===== src/rtl/frq_pkg.sv =====
// Shared constants, codes and types of the FIFO run queue with remove.
`default_nettype none
package frq_pkg;

  // Number of slots, one cell each.
  localparam int unsigned QueueDepth = 16;
  // Identifier width; the stream ports carry 16-bit identifiers.
  localparam int unsigned IdWidth = 16;
  // Enough bits to hold the count itself, 0 to QueueDepth.
  localparam int unsigned CountWidth = $clog2(QueueDepth + 1);

  typedef logic [IdWidth-1:0] id_t;
  typedef logic [CountWidth-1:0] count_t;

  typedef enum logic [1:0] {
    OpEnqueue = 2'd0,
    OpDequeue = 2'd1,
    OpFind    = 2'd2,
    OpRemove  = 2'd3
  } op_e;

  typedef enum logic [1:0] {
    StOk   = 2'd0,
    StMiss = 2'd1,
    StFull = 2'd2
  } status_e;

  // Commands broadcast to every cell for one accepted beat.
  typedef struct packed {
    logic deq;  // every cell takes its upper neighbor's identifier
    logic rem;  // cells at and above the first match take their neighbor's identifier
    logic enq;  // the cell at the tail position loads the key
    id_t  key;
  } cell_ctrl_t;

endpackage
`default_nettype wire


===== src/rtl/fifo_run_queue_with_remove_unit.sv =====
// Top level of the FIFO run queue with enqueue, dequeue, find and remove by identifier.
//
//  Channel   Direction  tdata (low bit up)            tuser
//  s_axis    in         thread_id[15:0]               opcode[1:0]
//  m_axis    out        out_id[15:0], occupancy[20:16] status[1:0]
//
// One beat is accepted per cycle and its result appears in the output register on the
// next cycle. The critical path is the match chain that ripples from the head cell to the
// tail cell, one comparator and one OR per cell. Reset clears the entry count and the
// output valid flag; slot contents need no clearing, since a slot beyond the count is never read.
// While a result waits in the output register, a new beat is taken only in the cycle in
// which that result is taken.
`default_nettype none
module fifo_run_queue_with_remove_unit (
  input  wire logic        clk_i,
  input  wire logic        rst_ni,
  input  wire logic        s_axis_tvalid_i,
  output logic             s_axis_tready_o,
  input  wire logic [15:0] s_axis_tdata_i,   // thread_id[15:0]
  input  wire logic [1:0]  s_axis_tuser_i,   // opcode[1:0]
  output logic             m_axis_tvalid_o,
  input  wire logic        m_axis_tready_i,
  output logic [23:0]      m_axis_tdata_o,   // out_id[15:0], occupancy[20:16], zeros
  output logic [1:0]       m_axis_tuser_o    // status[1:0]
);

  localparam int unsigned Depth = frq_pkg::QueueDepth;

  frq_pkg::count_t    count_q, count_d;
  logic               out_valid_q;
  frq_pkg::id_t       out_id_q, out_id_d;
  frq_pkg::status_e   status_q, status_d;
  logic [4:0]         occ_q;

  frq_pkg::op_e       op;
  frq_pkg::id_t       key;
  logic               in_fire;
  logic               full, empty, found;
  frq_pkg::cell_ctrl_t ctrl;

  // Cell outputs and the neighbor links; seen[Depth] is the match flag of the whole row.
  frq_pkg::id_t       cell_id [Depth];
  frq_pkg::id_t       next_id [Depth];
  logic [Depth:0]     seen;
  logic [Depth-1:0]   occupied, tail;

  // The output register is the only buffer: accept when it is empty or being drained.
  assign s_axis_tready_o = !out_valid_q || m_axis_tready_i;
  assign in_fire         = s_axis_tvalid_i && s_axis_tready_o;

  assign op    = frq_pkg::op_e'(s_axis_tuser_i);
  assign key   = frq_pkg::id_t'(s_axis_tdata_i);
  assign full  = (count_q == frq_pkg::count_t'(Depth));
  assign empty = (count_q == '0);
  assign found = seen[Depth];

  // Commands go to the cells only with an accepted beat, so a stall never moves data.
  always_comb begin
    ctrl.key = key;
    ctrl.enq = in_fire && (op == frq_pkg::OpEnqueue) && !full;
    ctrl.deq = in_fire && (op == frq_pkg::OpDequeue) && !empty;
    ctrl.rem = in_fire && (op == frq_pkg::OpRemove);
  end

  assign seen[0] = 1'b0;

  for (genvar i = 0; i < Depth; i++) begin : g_cell
    // Occupancy and tail position come from the count as a thermometer and a one-hot (all zero when full).
    assign occupied[i] = (frq_pkg::count_t'(i) < count_q);
    assign tail[i]     = (frq_pkg::count_t'(i) == count_q);

    if (i == Depth - 1) begin : g_last
      // The top cell has no upper neighbor; what it takes then lies past the count.
      assign next_id[i] = '0;
    end else begin : g_mid
      assign next_id[i] = cell_id[i+1];
    end

    frq_cell u_cell (
      .clk_i      (clk_i),
      .ctrl_i     (ctrl),
      .occupied_i (occupied[i]),
      .tail_i     (tail[i]),
      .seen_i     (seen[i]),
      .next_id_i  (next_id[i]),
      .id_o       (cell_id[i]),
      .seen_o     (seen[i+1])
    );
  end

  // Result and new count for the beat that is accepted in this cycle.
  always_comb begin
    count_d  = count_q;
    status_d = frq_pkg::StMiss;
    out_id_d = '0;
    case (op)
      frq_pkg::OpEnqueue: begin
        if (full) begin
          status_d = frq_pkg::StFull;
        end else begin
          status_d = frq_pkg::StOk;
          out_id_d = key;
          count_d  = count_q + 1'b1;
        end
      end
      frq_pkg::OpDequeue: begin
        if (!empty) begin
          status_d = frq_pkg::StOk;
          out_id_d = cell_id[0];
          count_d  = count_q - 1'b1;
        end
      end
      frq_pkg::OpFind: begin
        if (found) begin
          status_d = frq_pkg::StOk;
          out_id_d = key;
        end
      end
      frq_pkg::OpRemove: begin
        if (found) begin
          status_d = frq_pkg::StOk;
          out_id_d = key;
          count_d  = count_q - 1'b1;
        end
      end
      default: begin
        status_d = frq_pkg::StMiss;
      end
    endcase
  end

  always_ff @(posedge clk_i or negedge rst_ni) begin
    if (!rst_ni) begin
      count_q     <= '0;
      out_valid_q <= 1'b0;
    end else begin
      if (in_fire) begin
        count_q     <= count_d;
        out_valid_q <= 1'b1;
      end else if (m_axis_tready_i) begin
        out_valid_q <= 1'b0;
      end
    end
  end

  // Payload of the result register; loaded with every accepted beat.
  always_ff @(posedge clk_i) begin
    if (in_fire) begin
      out_id_q <= out_id_d;
      status_q <= status_d;
      occ_q    <= 5'(count_d);
    end
  end

  assign m_axis_tvalid_o = out_valid_q;
  assign m_axis_tdata_o  = {3'b000, occ_q, 16'(out_id_q)};
  assign m_axis_tuser_o  = status_q;

endmodule
`default_nettype wire


===== src/rtl/frq_cell.sv =====
// One queue slot: holds an identifier, compares it and shifts toward the head.
`default_nettype none
module frq_cell (
  input  wire logic                clk_i,
  input  wire frq_pkg::cell_ctrl_t ctrl_i,
  input  wire logic                occupied_i,
  input  wire logic                tail_i,
  input  wire logic                seen_i,
  input  wire frq_pkg::id_t        next_id_i,
  output frq_pkg::id_t             id_o,
  output logic                     seen_o
);

  frq_pkg::id_t id_q, id_d;
  logic         hit;

  // A match counts only in an occupied slot; seen ripples up from the head.
  assign hit    = occupied_i && (id_q == ctrl_i.key);
  assign seen_o = seen_i || hit;
  assign id_o   = id_q;

  always_comb begin
    id_d = id_q;
    if (ctrl_i.deq || (ctrl_i.rem && seen_o)) begin
      id_d = next_id_i;
    end else if (ctrl_i.enq && tail_i) begin
      id_d = ctrl_i.key;
    end
  end

  always_ff @(posedge clk_i) begin
    id_q <= id_d;
  end

endmodule
`default_nettype wire


===== config.mk =====
export PLATFORM = sky130hd
export DESIGN_NAME = fifo_run_queue_with_remove_unit
export DESIGN_NICKNAME = d
export VERILOG_FILES = /design/src/rtl/frq_pkg.sv /design/src/rtl/fifo_run_queue_with_remove_unit.sv /design/src/rtl/frq_cell.sv
export SDC_FILE = /design/constraint.sdc
export NUM_CORES = 1
export LEC_CHECK = 0
export BUFFER_PORTS_ARGS = -buffer_cell sky130_fd_sc_hd__buf_2
export CAP_MARGIN = 20
export CORE_ASPECT_RATIO = 1.2
export CORE_MARGIN = 2
export CORE_UTILIZATION = 61
export DETAILED_ROUTE_END_ITERATION = 8
export GPL_TIMING_DRIVEN = 0
export PLACE_DENSITY_LB_ADDON = 0.05
export REMOVE_ABC_BUFFERS = 1
export SYNTH_ARGS = -nofsm -noshare
export SYNTH_HDL_FRONTEND = slang
export SYNTH_SLANG_ARGS = --single-unit

===== constraint.sdc =====
create_clock -name clk_i -period 4.4 [get_ports clk_i]
set_clock_uncertainty 0.2 [all_clocks]
set_input_delay 0.22 -clock clk_i [delete_from_list [all_inputs] [get_ports clk_i]]
set_output_delay 0.22 -clock clk_i [all_outputs]
set_load 0.005 [all_outputs]

* Word-level counts from Yosys, hierarchy flattened
Index checks and enable logic that the tools add are counted.
** Word-level totals
- Bits in registers :: 285
- Bits of input ports :: 22
- Output and inout port bits :: 28
- Word-level logic and storage cells :: 226
** Operators by class
- Add/sub/neg operators :: 2
- Magnitude comparators :: 16
- Equal/unequal tests :: 35
- Mux-type cells :: 44
- Reductions and logical operators :: 108
** Operators with widths (number)
- $mux W16 :: 33
- $eq A16 B16 Y1 :: 16
- $logic_and A1 B1 Y1 :: 54
- $pmux W16 S3 :: 1
- $eq A4 B5 Y1 const A :: 8
- $lt A4 B5 Y1 const A :: 8
- $logic_or A1 B1 Y1 :: 32
- $reduce_bool A2 Y1 :: 16
- $eq A3 B5 Y1 const A :: 4
- $lt A3 B5 Y1 const A :: 4
- $mux W5 :: 3
- $pmux W5 S3 :: 1
- $eq A2 B5 Y1 const A :: 2
- $lt A1 B5 Y1 const A :: 2
- $lt A2 B5 Y1 const A :: 2
- $pmux W2 S3 :: 1
- $add A5 B1 Y5 const B :: 1
- $eq A1 B5 Y1 const A :: 1
- $eq A5 B5 Y1 const B :: 1
- $logic_not A5 Y1 :: 1
- $sub A5 B1 Y5 const B :: 1
- $eq A2 B2 Y1 const B :: 2
- $mux W1 :: 4
- $logic_not A1 Y1 :: 3
- other kinds (4) :: 4

* Depth between registers and ports, before layout
- Depth after elaboration :: 19
- Depth in mapped cells :: 12
- Gate-level depth less buffers :: 9

* Modules after synthesis
From an unflattened synthesis, not the netlist that was laid out.
** Second synthesis, totals
- Cells, all modules :: 1148
- Area total of the unflattened synthesis :: 16718.5 µm²
** Modules (own cells, without submodules)
- frq_cell :: instances 16, cells each 60, area each 930.9 µm², seq. area each 480.5 µm²
- fifo_run_queue_with_remove_unit :: instances 1, cells each 188, area each 1824.2 µm², seq. area each 840.8 µm²

* Worst setup path after synthesis
OpenSTA, ideal clock, no wires.
- Path kind :: reg-to-reg
- Start point :: register out_valid_q (netlist: m_axis_tvalid_o)
- End point :: register g_cell[0].u_cell.id_q[0] (enable)
- Setup time :: 465 ps
- Arrival time :: 3301 ps
- Data required time :: 3735 ps
- Setup slack :: 434 ps
- Cell stages (with the launch flop) :: 9
- Buffers on the path :: 1
- Period minus slack after synthesis :: 3966 ps
- Path through :: dfrtp_1 > nand2b_1 > nand2_1 > clkinv_1 > nand2_1 > nor3_1 > nor2_1 > clkbuf_1 > o21ai_0
** On the way
- Word-level cells in the longest chain between the ends :: 7
- Elaborated cells on any way between the ends :: 12
- Those cells by class :: reduce/logical (12)
** RTL lines
- from (decl) :: RTL line fifo_run_queue_with_remove_unit.sv:30 : logic out_valid_q;
- from (signal assigned) :: RTL line fifo_run_queue_with_remove_unit.sv:135 : out_valid_q <= 1'b0;
- from (signal assigned) :: RTL line fifo_run_queue_with_remove_unit.sv:139 : out_valid_q <= 1'b1;
- from (signal assigned) :: RTL line fifo_run_queue_with_remove_unit.sv:141 : out_valid_q <= 1'b0;
- $logic_not A1 Y1 * :: RTL line fifo_run_queue_with_remove_unit.sv:48 : assign s_axis_tready_o = !out_valid_q || m_axis_tready_i;
- $logic_or A1 B1 Y1 * :: RTL line fifo_run_queue_with_remove_unit.sv:48
- via s_axis_tready_o :: RTL line fifo_run_queue_with_remove_unit.sv:18 : output logic s_axis_tready_o,
- $logic_and A1 B1 Y1 * :: RTL line fifo_run_queue_with_remove_unit.sv:49 : assign in_fire = s_axis_tvalid_i && s_axis_tready_o;
- via in_fire :: RTL line fifo_run_queue_with_remove_unit.sv:37 : logic in_fire;
- $logic_and A1 B1 Y1, on equally long branches :: RTL line fifo_run_queue_with_remove_unit.sv:60, fifo_run_queue_with_remove_unit.sv:62, fifo_run_queue_with_remove_unit.sv:61
- $logic_and A1 B1 Y1, on equally long branches :: RTL line fifo_run_queue_with_remove_unit.sv:60, frq_cell.sv:24, fifo_run_queue_with_remove_unit.sv:61
- $logic_and A1 B1 Y1 or $logic_or A1 B1 Y1 (tied branches) :: RTL line frq_cell.sv:26, frq_cell.sv:24
- $reduce_bool A2 Y1 (no source line) *
- to (signal assigned) :: RTL line frq_cell.sv:32 : id_q <= id_d;
- to (decl) :: RTL line frq_cell.sv:14 : frq_pkg::id_t id_q, id_d;
Mark *: on every way through the listed nets, which the timed path passes. The rest lies on a longest branch.
A chain may end at the register's enable or synchronous reset.

* Worst setup path after layout
- Start point :: register count_q[4]
- End point :: register g_cell[13].u_cell.id_q[1] (enable)
** On the way
- Word-level cells in the longest chain between the ends :: 18
- Elaborated cells on any way between the ends :: 52
- Those cells by class :: order compare (14); eq/ne (2); reduce/logical (36)
** RTL lines
- from (decl) :: RTL line fifo_run_queue_with_remove_unit.sv:29 : frq_pkg::count_t count_q, count_d;
- from (signal assigned) :: RTL line fifo_run_queue_with_remove_unit.sv:138 : count_q <= count_d;
- $lt A1 B5 Y1 :: RTL line fifo_run_queue_with_remove_unit.sv:69 : assign occupied[i] = (frq_pkg::count_t'(i) < count_q);
- $logic_and A1 B1 Y1 :: RTL line frq_cell.sv:18 : assign hit = occupied_i && (id_q == ctrl_i.key);
- $logic_or A1 B1 Y1 (13 in a row) :: RTL line frq_cell.sv:19 : assign seen_o = seen_i || hit;
- $logic_and A1 B1 Y1 :: RTL line frq_cell.sv:24 : if (ctrl_i.deq || (ctrl_i.rem && seen_o)) begin
- $logic_or A1 B1 Y1 :: RTL line frq_cell.sv:24
- $reduce_bool A2 Y1 (no source line) *
- to (signal assigned) :: RTL line frq_cell.sv:32
- to (decl) :: RTL line frq_cell.sv:14
Every way passes the cells marked *; elsewhere a longest branch is shown, timed or not.

==> impl_results.md <==
- DP Wirelength: 27,820 µm
- H-tree depth: 1
- Cell mode on critical path: nand2_1
- Antenna Nets Post-Route: 0
- Post-synth ARST share: 2.105%
- Worst r2r src: count_q[4]
- Crit Path Max Fanout: 27
- Setup Viol. Count Final: 0
- Period minus WS final: ~4.3 ns
- Die Span Y: 186.0 µm
- Area delta synth->final: 8.247%
- Post-route setup slack: around 0.11 ns
- Vias: 11,030
- TritonCTS buffer count: 31
- Total grt overflow: 0
- CP Capture Type: flip-flop
- Final Max Slew Viols: 0
- Input/output buffers: 46
- Crit path kind: flip-flop to flip-flop
- Vias per cell: 6.396
- Max IR drop VDD: 317.0 µV
- Synth Warn #: 0
- Sequential share of the synthesized area: between 40% and 50%
- 1st-pass router iterations: 5
- Pwr Density: 388.1 nW/µm²
- Worst EP required: 4.51 ns
- CP Data Arrival Time: between 4 and 5 ns
- Placer congestion estimate: a little under 0.9
- Syn Area/Cell: 12.32 µm²
- Synth cell types: 80
- Vias in the first global route: 11,130
- Tcrit/Tclk final: 97.53%
- # IOs: 50
- Routed length per instance: 24.39 µm
- Fillers: 2,010
- Mapped Cells: around 1,400
- Initial drt markers: around 970
- Slew @ Worst Pin: roughly 1.1 ns
- Post-synth EDFFs: 263
- Max-Cap Viols: 0
- Sequential cell area: 8374 µm²
- CP startpoint kind: flip-flop
- RSZ-0062 raised after global routing: no
- Clock Root Buffer: clkbuf_16
- Pwr Total: 0.007076 W
- Fmax: between 200 and 250 MHz
- Worst-Skew Late Latency: between 0.5 and 0.6 ns
- Leakage power: roughly 6.0 nW
- Die W: 155.7 µm
- Synthesized cell area: 16,840 µm²
- WL final: between 40,000 and 50,000 µm
- CP bufs+invs: 1
- Core Area: roughly 27,000 µm²
- Total GRT Usage: 29.32%
- CP max stage delay: approximately 0.77 ns
- Synth Register Bits: approximately 290
- Most frequent cells in the layout: 263 x edfxtp_1, 199 x mux2_2, 142 x xor2_1
- Slew margin rel.: 26.04%
- Initial Util: between 60% and 70%
- Antenna violations before repair: 0
- Max Buffers Root-to-Sink: 3
- FP Rows: 66
- Worst min path class: input port to flip-flop
- Hold Fails Final Rpt: 0
- Status: finished, final reports clean
- Commonest non-fill, non-tap cell in the layout: edfxtp_1
- Clock-pin slew on the worst setup and hold paths: 0.06 ns
- Share of layout cells above drive strength 1: 25.43%
- Drt drc: 0
- Multi-input gate area: 7998 µm²
- Pin count of the biggest net entering global routing: 36
- Crit path max-delay family: compound AO/OA/AOI/OAI gates
- Slowest CP cell: a2111oi_4
- Min-delay src: s_axis_tdata_i[0]
- TritonCTS clock tree: yes
- Synth Flop Type: edfxtp_1
- Critical path origin: count_q[4]
- Dpl ws: -1.093 ns
- N_diodes: 0
- # clock sinks: 285
- CP cell instances: nor2_2 -> nand2_1 -> nand2_1 -> nor4_1 -> a2111oi_4 -> nand3_1 -> a21oi_4 -> o31ai_2 -> buf_4
- First-pass GRT wire length: 64,490 µm
- Nets: roughly 1,400
- DIE AREA: a little under 30,000 µm²
- Fin Hold WS: 0.09583 ns
repair_timing:
| item | CTS | global route |
|---|---|---|
| hold buffers | 6 | 0 |
| setup buffers | 0 | 4 |
| pin swaps | 0 | 2 |
| endpoints found under the setup margin | 339 | 189 |
| gates cloned | 0 | 0 |
| hold endpoints to repair | 9 | 0 |
| resized for setup | 14 | 10 |
final timing paths:
check	endpoint	cells past startpoint	slack (ns)
worst max-delay path	g_cell[13].u_cell.id_o[1]	9	0.11
worst min-delay path	g_cell[15].u_cell.id_o[0]	3	0.1
worst max register to register	g_cell[13].u_cell.id_o[1]	9	0.11
worst min register to register	g_cell[15].u_cell.id_o[13]	2	0.28
max in group asynchronous	count_q[3]	3	3.29
min in group asynchronous	count_q[1]	3	0.44
worst register-to-register path: stages (launching register included):
cell and delay (ns):
dfrtp_2 0.63, nor2_2 0.58, nand2_1 0.28, nand2_1 0.13, nor4_1 0.11, a2111oi_4 0.77
nand3_1 0.25, a21oi_4 0.56, o31ai_2 0.28, buf_4 0.26
metrics by stage:
stage / utilization (%) / instances / TNS [ns] / area, µm²
2_1_floorplan: - / 1264 / 0 / 16290
3_3_place_gp: 62.38 / 1650 / -309.66 / 16950
3_5_place_dp: 62.75 / 1659 / -107.90 / 17050
4_1_cts: 66.83 / 1720 / 0 / 18160
5_1_grt: 67.10 / 1724 / 0 / 18230
6_report: 67.10 / 1724 / 0 / 18230
where the power goes:
group | internal (W) | leakage (nW) | switching [W]
logic | 0.000475 | 2.97 | 0.000716
clock network | 0.00152 | 0.481 | 0.00105
registers | 0.00317 | 2.60 | 0.000154
total | 0.00516 | 6.05 | 0.00192
cell usage after synthesis, drive strengths merged (3+ instances only):
library cell	instances	area [µm²]
buf	71	429.2
dfrtp	6	150.1
xnor2	119	1042
edfxtp	263	7898
nor2b	3	18.77
o22ai	9	68.81
and2	4	25.03
nor4b	14	122.6
or3b	4	35.04
a211oi	3	22.52
o2bb2ai	3	26.28
or2	3	18.77
ha	5	62.56
mux2	241	2714
nor4	50	327.8
a21o	7	52.55
dfxtp	16	320.3
nor3	21	110.1
a21oi	36	202.7
or3	13	86.33
a2111oi	3	51.30
a22o	16	140.1
nand3	23	115.1
or4	9	67.56
nor2	36	140.1
o21ai	21	123.9
nand4	43	269.0
nor3b	8	60.06
inv	5	18.77
and4	3	26.28
nand2b	5	31.28
nand3b	6	45.04
clkbuf	34	127.6
nand2	84	315.3
xor2	142	1244
flip-flops by register name, indices dropped and copies added (netlist names):
signal / count
occ_q: 5
g_cell.u_cell.id_o: 256
m_axis_tuser_o: 2
out_id_q: 16
count_q: 5
m_axis_tvalid_o: 1
metal layers:
layer  vias to the layer above  part of all wire (%)  track usage (%)
li1                       5078                     -                -
met1                      5385                    42            38.73
met2                       451                    48            49.01
met3                       112                   6.9            4.098
met4                         0                   3.7            11.96
met5                         -                     0                0
logic make-up after synthesis:
logic type | count (synthesis) | synth area share [%]
and+or+nand+nor | 337 | 11.19
DFF | 285 | 49.69
xor gates and xnor gates | 261 | 13.57
muxes | 243 | 16.23
AOI/OAI and AO/OA | 124 | 5.483
buffers and inverters | 111 | 3.440
adders and majority gates | 5 | 0.3715
other | 1 | 0.02227
final cells by class:
cell class                 instances  share of cell area (%)
timing repair buffer              65                   2.279
multi-input combinational        973                   43.87
inverter                           6                  0.1441
sequential                       285                   45.94
clock inverter                    17                   1.036
tap                              340                   2.334
clock buffer                      38                   4.399
No activity file was read; power rests on OpenSTA's default activity.
